===== config.mk =====
export PLATFORM = sky130hd
export DESIGN_NAME = lru_key_value_cache_top_flat
export DESIGN_NICKNAME = d
export VERILOG_FILES = /design/src/hw/rtl/lkvc_pkg.sv /design/src/hw/rtl/lkvc_ifs.sv /design/src/hw/rtl/lru_key_value_cache_top.sv /design/src/hw/rtl/lkvc_ctrl.sv /design/src/hw/rtl/lkvc_dp.sv /design/src/flat_wrapper.sv
export SDC_FILE = /design/constraint.sdc
export NUM_CORES = 1
export LEC_CHECK = 0
export BUFFER_PORTS_ARGS = -buffer_cell sky130_fd_sc_hd__buf_2
export CORE_MARGIN = 3
export CORE_UTILIZATION = 60
export CTS_CLUSTER_SIZE = 14
export DETAILED_ROUTE_END_ITERATION = 10
export GPL_TIMING_DRIVEN = 0
export MAX_ROUTING_LAYER = met4
export PLACE_DENSITY = 0.77
export SYNTH_ARGS = -nofsm -noshare
export SYNTH_HDL_FRONTEND = slang
export SYNTH_SLANG_ARGS = --single-unit

===== constraint.sdc =====
create_clock -name i_clk -period 10.5 [get_ports i_clk]
set_input_delay 2.1 -clock i_clk [delete_from_list [all_inputs] [get_ports i_clk]]
set_output_delay 2.1 -clock i_clk [all_outputs]
set_load 0.005 [all_outputs]

===== src/hw/rtl/lkvc_pkg.sv =====
// Shared constants, payload types, the controller state type and the command
// bundle for the LRU key-value cache. No dependencies.
package lkvc_pkg;

    localparam int ENTRIES    = 16;
    localparam int KEY_BITS   = 16;
    localparam int VALUE_BITS = 32;
    localparam int CAP_W      = 5;
    localparam int IDX_W      = $clog2(ENTRIES);
    localparam int CNT_W      = $clog2(ENTRIES + 1);

    localparam logic [CAP_W-1:0] CAP_RESET = CAP_W'(16);

    localparam logic MODE_GET = 1'b0;
    localparam logic MODE_PUT = 1'b1;

    typedef logic        [KEY_BITS-1:0]   t_key;
    typedef logic signed [VALUE_BITS-1:0] t_value;
    typedef logic        [CAP_W-1:0]      t_cap;
    typedef logic        [IDX_W-1:0]      t_idx;
    typedef logic        [CNT_W-1:0]      t_cnt;

    typedef enum logic [2:0] {
        S_IDLE   = 3'b001,
        S_MATCH  = 3'b010,
        S_UPDATE = 3'b100
    } t_state;

    typedef struct packed {
        logic load_req;
        logic match;
        logic commit;
    } t_cmd;

endpackage


===== src/hw/rtl/lkvc_ifs.sv =====
// Channel interfaces of the LRU key-value cache: request, response and
// capacity write. Depends on lkvc_pkg.
interface lkvc_req_if;
    logic              valid;
    logic              ready;
    logic              mode;
    lkvc_pkg::t_key    key;
    lkvc_pkg::t_value  value;
    modport source (output valid, output mode, output key, output value, input ready);
    modport sink   (input valid, input mode, input key, input value, output ready);
endinterface

interface lkvc_rsp_if;
    logic              valid;
    logic              ready;
    logic              found;
    lkvc_pkg::t_value  read_value;
    logic              evicted;
    lkvc_pkg::t_key    evicted_key;
    modport source (output valid, output found, output read_value, output evicted,
                    output evicted_key, input ready);
    modport sink   (input valid, input found, input read_value, input evicted,
                    input evicted_key, output ready);
endinterface

interface lkvc_cfg_if;
    logic              valid;
    logic              ready;
    lkvc_pkg::t_cap    capacity;
    modport source (output valid, output capacity, input ready);
    modport sink   (input valid, input capacity, output ready);
endinterface


===== src/hw/rtl/lru_key_value_cache_top.sv =====
// Top level of the LRU key-value cache: controller plus datapath behind
// valid/ready channels. Depends on lkvc_pkg, lkvc_ifs, lkvc_ctrl, lkvc_dp.
//
// Fully associative store of up to 16 key/value entries with least-recently-
// used replacement. Each request beat is a get (mode 0) or a put (mode 1).
// Every request yields exactly one response beat: found tells whether the key
// was present, read_value carries the stored value on a get hit (zero
// otherwise), and evicted/evicted_key report the least recent entry that a put
// of a new key pushed out when the store was at capacity. A new key fills the
// lowest free slot, or the evicted entry's slot when full. A request passes
// through a match step, which compares the key against all entries and locates
// the least recent and the lowest free slot, and an update step, which updates
// the per-entry recency ranks, the store and the response register. A new
// request is accepted in the update cycle of the previous one, as that one
// commits; the update waits while an earlier response beat has not been taken.
// The capacity register (1 to 16, resets to 16; zero acts as 1, larger values
// as 16) is always ready, but a write takes effect only while the store is
// empty. Reset clears the valid bits, ranks and occupancy.
module lru_key_value_cache_top (
    input logic i_clk,
    input logic i_rst_n,
    lkvc_req_if.sink   i_req,
    lkvc_rsp_if.source o_rsp,
    lkvc_cfg_if.sink   i_cfg
);
    import lkvc_pkg::*;

    t_cmd cmd;
    logic req_ready;
    logic rsp_valid;

    lkvc_ctrl u_ctrl (
        .i_clk       (i_clk),
        .i_rst_n     (i_rst_n),
        .i_req_valid (i_req.valid),
        .o_req_ready (req_ready),
        .o_rsp_valid (rsp_valid),
        .i_rsp_ready (o_rsp.ready),
        .o_cmd       (cmd)
    );

    lkvc_dp u_dp (
        .i_clk         (i_clk),
        .i_rst_n       (i_rst_n),
        .i_cmd         (cmd),
        .i_mode        (i_req.mode),
        .i_key         (i_req.key),
        .i_value       (i_req.value),
        .i_cfg_we      (i_cfg.valid),
        .i_cfg_cap     (i_cfg.capacity),
        .o_found       (o_rsp.found),
        .o_read_value  (o_rsp.read_value),
        .o_evicted     (o_rsp.evicted),
        .o_evicted_key (o_rsp.evicted_key)
    );

    assign i_req.ready = req_ready;
    assign o_rsp.valid = rsp_valid;
    assign i_cfg.ready = 1'b1;

endmodule


===== src/hw/rtl/lkvc_ctrl.sv =====
// Controller of the LRU key-value cache: request/response handshakes and the
// idle, match and update sequence. Depends on lkvc_pkg.
module lkvc_ctrl (
    input  logic           i_clk,
    input  logic           i_rst_n,
    input  logic           i_req_valid,
    output logic           o_req_ready,
    output logic           o_rsp_valid,
    input  logic           i_rsp_ready,
    output lkvc_pkg::t_cmd o_cmd
);
    import lkvc_pkg::*;

    t_state r_state, n_state;
    logic   r_rsp_valid, n_rsp_valid;
    logic   commit;
    logic   accept;

    // The update may only commit when the response register can take a beat.
    assign commit      = (r_state == S_UPDATE) && (!r_rsp_valid || i_rsp_ready);
    assign o_req_ready = (r_state == S_IDLE) || commit;
    assign accept      = i_req_valid && o_req_ready;

    always_comb begin
        n_state = r_state;
        case (r_state)
            S_IDLE: begin
                if (accept) n_state = S_MATCH;
            end
            S_MATCH: begin
                n_state = S_UPDATE;
            end
            S_UPDATE: begin
                if (commit) n_state = accept ? S_MATCH : S_IDLE;
            end
            default: begin
                n_state = S_IDLE;
            end
        endcase
    end

    always_comb begin
        n_rsp_valid = r_rsp_valid;
        if (commit) n_rsp_valid = 1'b1;
        else if (i_rsp_ready) n_rsp_valid = 1'b0;
    end

    always_ff @(posedge i_clk) begin
        if (!i_rst_n) begin
            r_state     <= S_IDLE;
            r_rsp_valid <= 1'b0;
        end else begin
            r_state     <= n_state;
            r_rsp_valid <= n_rsp_valid;
        end
    end

    assign o_rsp_valid     = r_rsp_valid;
    assign o_cmd.load_req  = accept;
    assign o_cmd.match     = (r_state == S_MATCH);
    assign o_cmd.commit    = commit;

`ifndef ASSERT_OFF
    a_accept_to_match: assert property (@(posedge i_clk) disable iff (!i_rst_n)
        accept |=> (r_state == S_MATCH))
        else $error("accepted request did not enter the match cycle");
    a_commit_shows_rsp: assert property (@(posedge i_clk) disable iff (!i_rst_n)
        commit |=> r_rsp_valid)
        else $error("committed update did not present a response");
`endif

endmodule


===== src/hw/rtl/lkvc_dp.sv =====
// Datapath of the LRU key-value cache: entry store, key match, victim and free
// slot search, recency ranks and the response register. Depends on lkvc_pkg.
module lkvc_dp (
    input  logic             i_clk,
    input  logic             i_rst_n,
    input  lkvc_pkg::t_cmd   i_cmd,
    input  logic             i_mode,
    input  lkvc_pkg::t_key   i_key,
    input  lkvc_pkg::t_value i_value,
    input  logic             i_cfg_we,
    input  lkvc_pkg::t_cap   i_cfg_cap,
    output logic             o_found,
    output lkvc_pkg::t_value o_read_value,
    output logic             o_evicted,
    output lkvc_pkg::t_key   o_evicted_key
);
    import lkvc_pkg::*;

    // Entry store and recency state.
    t_key               r_keys  [ENTRIES];
    t_value             r_vals  [ENTRIES];
    t_idx               r_rank  [ENTRIES];
    logic [ENTRIES-1:0] r_valid;
    t_cnt               r_occ;
    t_cap               r_cap;

    // Latched request.
    logic   r_mode;
    t_key   r_key;
    t_value r_val;

    // Match cycle results.
    logic r_hit, r_full;
    t_idx r_hit_idx, r_vic_idx, r_free_idx;

    // Response register.
    logic   r_found, r_ev;
    t_value r_rdval;
    t_key   r_evkey;

    t_cnt lim;
    logic m_hit;
    t_idx m_hit_idx, m_vic_idx, m_free_idx;
    logic m_free_any;

    logic do_put, do_evict, do_insert, do_promote;
    t_idx slot;
    t_cnt old_rank;

    always_comb begin
        if (r_cap == '0) lim = CNT_W'(1);
        else if (int'(r_cap) > ENTRIES) lim = CNT_W'(ENTRIES);
        else lim = CNT_W'(r_cap);
    end

    // Parallel key compare, least recent entry and lowest free slot.
    always_comb begin
        m_hit      = 1'b0;
        m_hit_idx  = '0;
        m_vic_idx  = '0;
        m_free_idx = '0;
        m_free_any = 1'b0;
        for (int i = ENTRIES - 1; i >= 0; i--) begin
            if (r_valid[i] && r_keys[i] == r_key) begin
                m_hit     = 1'b1;
                m_hit_idx = IDX_W'(i);
            end
            if (r_valid[i] && CNT_W'(r_rank[i]) == r_occ - CNT_W'(1)) begin
                m_vic_idx = IDX_W'(i);
            end
            if (!r_valid[i]) begin
                m_free_any = 1'b1;
                m_free_idx = IDX_W'(i);
            end
        end
    end

    assign do_put     = (r_mode == MODE_PUT);
    assign do_evict   = do_put && !r_hit && r_full;
    assign do_insert  = do_put && !r_hit && !r_full;
    assign do_promote = r_hit || do_put;

    always_comb begin
        if (r_hit) begin
            slot     = r_hit_idx;
            old_rank = CNT_W'(r_rank[r_hit_idx]);
        end else if (r_full) begin
            slot     = r_vic_idx;
            old_rank = r_occ - CNT_W'(1);
        end else begin
            slot     = r_free_idx;
            old_rank = r_occ;
        end
    end

    always_ff @(posedge i_clk) begin
        if (i_cmd.load_req) begin
            r_mode <= i_mode;
            r_key  <= i_key;
            r_val  <= i_value;
        end
        if (i_cmd.match) begin
            r_hit      <= m_hit;
            r_hit_idx  <= m_hit_idx;
            r_vic_idx  <= m_vic_idx;
            r_free_idx <= m_free_idx;
            r_full     <= (r_occ >= lim) || !m_free_any;
        end
        if (i_cmd.commit) begin
            r_found <= r_hit;
            r_rdval <= (r_hit && !do_put) ? r_vals[r_hit_idx] : '0;
            r_ev    <= do_evict;
            r_evkey <= do_evict ? r_keys[r_vic_idx] : '0;
            if (do_put) begin
                r_vals[slot] <= r_val;
                if (!r_hit) r_keys[slot] <= r_key;
            end
        end
    end

    always_ff @(posedge i_clk) begin
        if (!i_rst_n) begin
            r_valid <= '0;
            r_occ   <= '0;
            r_cap   <= CAP_RESET;
            for (int i = 0; i < ENTRIES; i++) r_rank[i] <= '0;
        end else begin
            if (i_cfg_we && r_occ == '0) r_cap <= i_cfg_cap;
            if (i_cmd.commit && do_promote) begin
                for (int i = 0; i < ENTRIES; i++) begin
                    if (IDX_W'(i) == slot) begin
                        r_rank[i] <= '0;
                    end else if (r_valid[i] && CNT_W'(r_rank[i]) < old_rank) begin
                        r_rank[i] <= r_rank[i] + IDX_W'(1);
                    end
                end
                if (do_insert) begin
                    r_valid[slot] <= 1'b1;
                    r_occ         <= r_occ + CNT_W'(1);
                end
            end
        end
    end

    assign o_found       = r_found;
    assign o_read_value  = r_rdval;
    assign o_evicted     = r_ev;
    assign o_evicted_key = r_evkey;

`ifndef ASSERT_OFF
    a_occ_matches_valid: assert property (@(posedge i_clk) disable iff (!i_rst_n)
        $countones(r_valid) == int'(r_occ))
        else $error("occupancy differs from the number of valid entries");
    a_occ_within_limit: assert property (@(posedge i_clk) disable iff (!i_rst_n)
        r_occ <= lim)
        else $error("occupancy exceeds the capacity limit");
`endif

endmodule

===== src/flat_wrapper.sv =====
// flat-port wrapper written by rule: the top's interface ports become plain ports
module lru_key_value_cache_top_flat import lkvc_pkg::*;
  (i_clk, i_rst_n, i_req_valid, i_req_mode, i_req_key, i_req_value, i_req_ready, o_rsp_valid, o_rsp_found, o_rsp_read_value, o_rsp_evicted, o_rsp_evicted_key, o_rsp_ready, i_cfg_valid, i_cfg_capacity, i_cfg_ready);
  lkvc_req_if i_req_i ();
  lkvc_rsp_if o_rsp_i ();
  lkvc_cfg_if i_cfg_i ();
  input logic i_clk;
  input logic i_rst_n;
  input wire logic [$bits(i_req_i.valid)-1:0] i_req_valid;
  input wire logic [$bits(i_req_i.mode)-1:0] i_req_mode;
  input wire logic [$bits(i_req_i.key)-1:0] i_req_key;
  input wire logic [$bits(i_req_i.value)-1:0] i_req_value;
  output wire logic [$bits(i_req_i.ready)-1:0] i_req_ready;
  output wire logic [$bits(o_rsp_i.valid)-1:0] o_rsp_valid;
  output wire logic [$bits(o_rsp_i.found)-1:0] o_rsp_found;
  output wire logic [$bits(o_rsp_i.read_value)-1:0] o_rsp_read_value;
  output wire logic [$bits(o_rsp_i.evicted)-1:0] o_rsp_evicted;
  output wire logic [$bits(o_rsp_i.evicted_key)-1:0] o_rsp_evicted_key;
  input wire logic [$bits(o_rsp_i.ready)-1:0] o_rsp_ready;
  input wire logic [$bits(i_cfg_i.valid)-1:0] i_cfg_valid;
  input wire logic [$bits(i_cfg_i.capacity)-1:0] i_cfg_capacity;
  output wire logic [$bits(i_cfg_i.ready)-1:0] i_cfg_ready;
  assign i_req_i.valid = i_req_valid;
  assign i_req_i.mode = i_req_mode;
  assign i_req_i.key = i_req_key;
  assign i_req_i.value = i_req_value;
  assign i_req_ready = i_req_i.ready;
  assign o_rsp_valid = o_rsp_i.valid;
  assign o_rsp_found = o_rsp_i.found;
  assign o_rsp_read_value = o_rsp_i.read_value;
  assign o_rsp_evicted = o_rsp_i.evicted;
  assign o_rsp_evicted_key = o_rsp_i.evicted_key;
  assign o_rsp_i.ready = o_rsp_ready;
  assign i_cfg_i.valid = i_cfg_valid;
  assign i_cfg_i.capacity = i_cfg_capacity;
  assign i_cfg_ready = i_cfg_i.ready;
  lru_key_value_cache_top u_core (.i_clk(i_clk), .i_rst_n(i_rst_n), .i_req(i_req_i), .o_rsp(o_rsp_i), .i_cfg(i_cfg_i));
endmodule

==> impl_metrics.yaml, run 1 <==
global_route:
  grt-ovfl-total: 0
  track_usage_pct: 33.1
  grt_use_met1_pct: 44.1
  grt_pass1_vias: 25100
  grt_pass1_wl_mm: 172
  grt_max_degree: 48
  met2_usage_pct: 52.3
  antenna_found_initial: 3
  top_usage_layer: "met2"
  use_met3_pct: 6.19
synthesis:
  synth_top_family_by_area: "multiplexers"
  synth_compound_area_share_pct: 2.51
  yosysTopAreaCellShare_pct: 65.7
  synth_xor_area_share_pct: 7.46
  synthAdderAreaFrac_pct: 2.09
  yosys.area_share.simple_pct: 5.61
  syn_inst: 2472
  syn_area_um2: 43200
  synth_seq_cells: 975
  ys_types: 64
  synth_top_area_cell: "edfxtp_1"
  muxShareOfSynthArea_pct: 13.6
  synth_ff_type: "edfxtp_1"
  avgSynthCellArea_um2: 17.5
  synth_nets: 2603
  synth_edf_count: 945
  async_flop_share_pct: 0
  yosys-top-cells-area: "edfxtp_1 66%, mux4_2 13%, xnor2_1 4.6%"
  seq_area_frac_synth_pct: 67.1
  yosysWarnings: 0
detailed_routing:
  routed-via-count: 25000
  post_drt_wl_per_cell_um: 31.5
  drt-initial-drc-count: 3364
  drc: 0
  via_per_inst: 6.67
  drt_first_pass_iters: 6
  ant_nets: 0
  drt-total-wl_mm: 118
timing:
  worst-slew-pin-transition_ns: 1.29
  finalMaxSlewViolations: 0
  timing.final.ws_setup_ns: 4.66
  period_share_pct: 55.6
  setup_tns_ns: 0
  slew_headroom_pct: 13.5
  rsz0062_at_grt: "no"
  finClkSkew_ns: 0.0598
  hold_viol_final: 0
  setup_viol: 0
  fmaxAchievable_mhz: 171
  min_period_ns: 5.84
die:
  die_w_um: 274
  initial_core_util_pct: 61.1
  core.rowCount: 97
  io_pins: 112
  fp.coreArea_um2: 70600
  die-area_um2: 75200
  die_y_um: 274
cells_and_area:
  multi_input_area_um2: 13700
  fin_cells: 3746
  drive_above_1_share_pct: 23.2
  area_growth_pct: 13.5
  nNetsFinal: 2851
  nFillCells: 4488
  fin_area_um2: 49000
  regArea_um2: 29000
cts:
  clk_pin_slew_worst_paths_ns: 0.06
  cts_buffer_depth: 3
  htreeDepth: 3
  cts_resized: 0
  worstSkewPairLatency_ns: 0.69
  cts_hold_buf: 0
  tritoncts: "yes"
  cts_setup_buffers: 0
  cts_buffers: 97
  clock_sinks: 975
  clockRootBuffer: "clkbuf_16"
critical_path:
  worstPathMaxFanout: 10
  worstSetupEndpointType: "flip-flop"
  r2r-start: "u_core.u_dp.r_hit_idx[1]$_SDFFCE_PP0P_"
  worstSetupPathType: "flip-flop to flip-flop"
  start_kind: "flip-flop"
  critPathRequiredTime_ns: 10.77
  critPathArrivalTime_ns: 6.11
  crit_start: "u_core.u_dp.r_hit_idx[1]$_SDFFCE_PP0P_"
placed_design:
  portBuffers: 110
  dpl_worst_slack_ns: 4.03
  hpwlAfterDp_mm: 79.0
  dp.cells: 3561
  place_area_um2: 45800
  gp_congestion: 0.975
power_and_ir_drop:
  ir_drop_uv: 177
  powerDensity_nw_per_um2: 166
  leakage_uw: 0.0159
run_status:
  outcome: "completed"
run:
  maxCapViolations: 0
hold_path:
  min_path_type: "flip-flop to flip-flop"
  hp-start: "u_core.u_dp.r_cap[0]$_SDFFE_PN0P_"
## synthesized netlist by cell type, drive strengths merged (2+ instances only)
library cell and count:
o2111ai 10, o21ai 48, or2 3, a31o 2
inv 28, buf 65, a2111oi 2, or4 9
nor3 24, nand3 41, nor2 174, a21boi 4
ha 72, and2 20, a211oi 4, a21oi 31
or3 2, and3 2, mux4 256, o211ai 12
o21bai 2, clkbuf 59, o21a 13, dfxtp 30
mux2 2, nor4 36, nand2b 17, mux2i 10
xnor2 228, nor2b 42, nor3b 2, edfxtp 945
nand4 57, a31oi 20, xor2 134, nand2 51
## worst paths after layout
kind / slack (ns) / end / cells past startpoint
max reg2reg: 4.66 / u_core.u_dp.r_rank[11][1]$_SDFFCE_PN0P_ / 14
min reg2reg: 0.53 / u_core.u_dp.r_cap[0]$_SDFFE_PN0P_ / 2
min: 0.53 / u_core.u_dp.r_cap[0]$_SDFFE_PN0P_ / 2
max: 4.66 / u_core.u_dp.r_rank[11][1]$_SDFFCE_PN0P_ / 14
## layout make-up
class / instances / share of cell area, %
plain buffers: 124 / 1.16
inverters: 28 / 0.215
diodes: 4 / 0.0204
clock buffers: 124 / 5.20
repair buffers: 149 / 2.54
clock inverters: 57 / 1.34
multi-input cells: 1345 / 28.0
flip-flops and latches: 975 / 59.2
well taps: 940 / 2.40
## through the flow
| step | hold WS [ns] | utilization, % | power (uW) |
|---|---|---|---|
| after floorplan | 0.461 | - | 4610 |
| after global placement | 0.481 | 63.6 | 4720 |
| after detailed placement | 0.524 | 64.8 | 4740 |
| after CTS | 0.535 | 69.3 | 8170 |
| after global routing | 0.559 | 69.3 | 8350 |
| final | 0.529 | 69.4 | 8150 |
## logic make-up after synthesis
family / after synthesis
flops: 975
simple gates: 484
fa+ha+maj: 72
compound gates: 157
mux: 268
buf+inv: 152
xor+xnor: 363
other cells: 1
## worst max-delay path: stages (launching register included)
cell and delay, ns:
edfxtp_1 0.48, buf_6 0.23, clkbuf_1 0.83, clkbuf_1 0.70, mux4_2 0.45, mux4_2 0.52, a21oi_2 0.58, buf_6 0.25
ha_1 0.24, o21ai_0 0.15, nand2b_1 0.08, a31oi_1 0.21, o21a_1 0.16, a21oi_1 0.04, o21ai_0 0.52
## layout by cell type (no fill, tap or decap), drive strengths merged, types with 2 or more instances in the layout
| master | count |
|---|---|
| or2 | 3 |
| o21a | 13 |
| a211oi | 4 |
| and2 | 20 |
| edfxtp | 945 |
| o2111ai | 10 |
| and3 | 2 |
| buf | 214 |
| xor2 | 134 |
| a31oi | 20 |
| or3 | 2 |
| dfxtp | 30 |
| nand3 | 41 |
| nand2b | 17 |
| nor2 | 174 |
| mux2 | 2 |
| nand4 | 57 |
| nor3 | 24 |
| nor2b | 42 |
| clkinv | 43 |
| nor4 | 36 |
| diode | 4 |
| clkbuf | 183 |
| nor3b | 2 |
| nand2 | 51 |
| a21oi | 31 |
| a31o | 2 |
| ha | 72 |
| clkinvlp | 2 |
| mux2i | 10 |
| inv | 30 |
| a2111oi | 2 |
| o21ai | 48 |
| o211ai | 12 |
| o21bai | 2 |
| a21boi | 4 |
| xnor2 | 228 |
| or4 | 9 |
| mux4 | 256 |
| bufinv | 10 |
## metal layers
layer / share of wire, % / up-vias
met5: 0 / -
met4: 3.4 / 0
met3: 11 / 280
met2: 49 / 1729
met1: 37 / 12700
li1: - / 10200
## registers in the layout (all words and copies together), names as in the netlist, 3 cells and up
name and count:
u_core.u_dp.r_vals 512, u_core.u_dp.r_keys 256, u_core.u_dp.r_rank 64, u_core.u_dp.o_read_value 32
u_core.u_dp.r_val 32, u_core.u_dp.o_evicted_key 16, u_core.u_dp.r_key 16, u_core.u_dp.r_valid 16
u_core.u_dp.r_cap 5, u_core.u_dp.r_occ 5, u_core.u_dp.r_free_idx 4, u_core.u_dp.r_hit_idx 4
u_core.u_dp.r_vic_idx 4, u_core.u_ctrl.r_state 3
## power by group
part           internal, uW  leakage, uW  switching (uW)
registers              4300      0.00886            76.8
logic                   112      0.00548             172
clock network          1980      0.00154            1500
Note: power is estimated with default switching activity, not from simulation.
==> inputs of run 2 (changes only) <==
clock period = 5.4 ns   (was 10.5 ns; I/O delays follow)
==> impl_metrics.yaml, run 2 (synthesis results as in run 1) <==
cells_and_area:
  fin_area_um2: 48800
  final_common_cell: "edfxtp_1"
  largest_reg_flops: 512
  regMostFlops: "u_core.u_dp.r_vals"
  most-common-layout-cells: "945 x edfxtp_1, 255 x mux4_2, 226 x xnor2_1"
  nFillCells: 4394
  nNetsFinal: 2843
  multi_input_area_um2: 13700
  area_growth_pct: 13.0
  largestRegisters: "u_core.u_dp.r_vals (512), u_core.u_dp.r_keys (256), u_core.u_dp.r_rank (64)"
  drive_above_1_share_pct: 23.1
  regArea_um2: 29000
cts:
  cts_buffers: 96
  clk_pin_slew_worst_paths_ns: 0.06
  tritoncts: "yes"
  clock_sinks: 975
  cts_buffer_depth: 3
  cts_hold_buf: 0
  htreeDepth: 3
  clockRootBuffer: "clkbuf_16"
  worstSkewPairLatency_ns: 0.68
power_and_ir_drop:
  powerDensity_nw_per_um2: 318
  leakage_uw: 0.0158
  ir_drop_uv: 294
run:
  maxCapViolations: 0
detailed_routing:
  via_per_inst: 6.69
  routed-via-count: 24900
  post_drt_wl_per_cell_um: 31.3
  drt-total-wl_mm: 117
  ant_nets: 0
  drc: 0
  drt_first_pass_iters: 7
  drt-initial-drc-count: 3362
die:
  fp.coreArea_um2: 70600
  initial_core_util_pct: 61.1
  die-area_um2: 75200
  die_w_um: 274
  core.rowCount: 97
  io_pins: 112
  die_y_um: 274
timing:
  min_period_ns: 5.17
  fmaxAchievable_mhz: 193
  rsz0062_at_grt: "no"
  finalMaxSlewViolations: 0
  setup_tns_ns: 0
  setup_viol: 0
  finClkSkew_ns: 0.0608
  period_share_pct: 95.8
  hold_viol_final: 0
  worst-slew-pin-transition_ns: 1.36
  slew_headroom_pct: 9.31
global_route:
  grt-ovfl-total: 0
  grt_pass1_vias: 25200
  antenna_found_initial: 6
  track_usage_pct: 32.7
  grt_pass1_wl_mm: 170
  grt_max_degree: 49
critical_path:
  worstSetupEndpointType: "flip-flop"
  r2r-start: "u_core.u_dp.r_hit_idx[0]$_SDFFCE_PP0P_"
  worstSetupPathType: "flip-flop to flip-flop"
  path_buf_inv: 4
  cp_slowest_cell: "mux4_2"
  cp-endpoint: "u_core.u_dp.r_rank[13][3]$_SDFFCE_PN0P_"
  rr_worst_depth: 14
  r2r_slack_ns: 0.23
  critPathArrivalTime_ns: 5.47
  start_kind: "flip-flop"
  critPathRequiredTime_ns: 5.70
  worstPathMaxFanout: 10
  crit_family: "compound AO/OA/AOI/OAI gates"
  slowest_delay_ns: 0.58
  worstPathCellList: "buf_2 -> buf_2 -> buf_2 -> mux4_2 -> mux4_2 -> a21oi_2 -> buf_6 -> ha_1 -> o21ai_0 -> nand2b_1 -> a31oi_1 -> o21a_1 -> a21oi_1 -> o21ai_0"
  cpMostUsedCell: "buf_2"
  crit_start: "u_core.u_dp.r_hit_idx[0]$_SDFFCE_PP0P_"
  critical_path_depth: 14
  r2r_end: "u_core.u_dp.r_rank[13][3]$_SDFFCE_PN0P_"
placed_design:
  portBuffers: 110
  gp_congestion: 0.968
  place_area_um2: 45800
  hpwlAfterDp_mm: 78.1
hold_path:
  min_path_type: "flip-flop to flip-flop"
run_status:
  outcome: "completed"
## run 2: cell types whose count changed in the layout (fill, tap and decap cells not counted), moves of 4 or more
cell,delta
clkinv_1,-9
buf_6,-8
bufinv_16,-7
buf_16,+4
clkinvlp_4,+4
## run 2: stage by stage
step | hold slack (ns) | std cells | utilization [%] | power, uW | setup slack, ns
6_report | 0.556 | 3731 | 69.1 | 15500 | 0.227
4_1_cts | 0.538 | 3725 | 69.1 | 15600 | 0.160
5_1_grt | 0.561 | 3730 | 69.1 | 15900 | 0.0245
3_3_place_gp | 0.481 | 3522 | 63.6 | 9170 | -3.29
3_5_place_dp | 0.525 | 3556 | 64.8 | 9210 | -0.224
2_1_floorplan | 0.461 | 2472 | - | 8960 | 0.442
## run 2: power breakdown
group          internal, uW  total (uW)  switching, uW  leakage (uW)
clock                  3570        6470           2900       0.00145
combinational           218         551            333       0.00546
sequential             8370        8520            148       0.00886
total                 12200       15500           3380        0.0158
## run 2: cell type report
| class | instances | share of cell area (%) |
|---|---|---|
| Sequential cell | 975 | 59.4 |
| Multi-Input combinational cell | 1345 | 28.1 |
| Clock buffer | 126 | 5.34 |
| Timing Repair Buffer | 144 | 2.53 |
| Tap cell | 940 | 2.41 |
| Buffer | 122 | 1.16 |
| Clock inverter | 44 | 0.861 |
| Inverter | 28 | 0.215 |
| Antenna cell | 7 | 0.0359 |
## run 2: how the worst min path moves through the flow
stage	start	end	slack, ns	cells after the start
floorplan	u_core.u_dp.r_cap[0]$_SDFFE_PN0P_	u_core.u_dp.r_cap[0]$_SDFFE_PN0P_	0.46	2
CTS	i_req_value[7]	u_core.u_dp.r_val[7]$_DFFE_PP_	0.54	1
detailed placement	u_core.u_dp.r_cap[0]$_SDFFE_PN0P_	u_core.u_dp.r_cap[0]$_SDFFE_PN0P_	0.53	2
global placement	u_core.u_dp.r_cap[0]$_SDFFE_PN0P_	u_core.u_dp.r_cap[0]$_SDFFE_PN0P_	0.48	2
global route	i_req_value[29]	u_core.u_dp.r_val[29]$_DFFE_PP_	0.56	1
finish	u_core.u_dp.r_cap[0]$_SDFFE_PN0P_	u_core.u_dp.r_cap[0]$_SDFFE_PN0P_	0.56	2
## run 2: worst register-to-register path, delay by kind of cell (launching register included)
kind	cells	cell delay, ns
DFF	1	0.44
buffers and inverters	4	1.40
muxes	2	1.09
AOI/OAI and AO/OA	6	1.58
adders and majority gates	1	0.24
and+or+nand+nor	1	0.09
## run 2: layer usage
layer	routed length (um)	part of all wire, %	global-route usage, %	vias to the layer above
met5	0	0	-	-
met4	4680	4.0	12.1	0
met3	12300	11	5.27	286
met2	56600	48	51.0	1713
met1	43300	37	44.2	12700
li1	-	-	-	10200
## run 2: timing repair
action	in CTS	in global routing
pin swaps	0	0
setup endpoints to repair	27	24
setup buffers	0	0
resized for setup	0	4
endpoints found under the hold margin	0	0
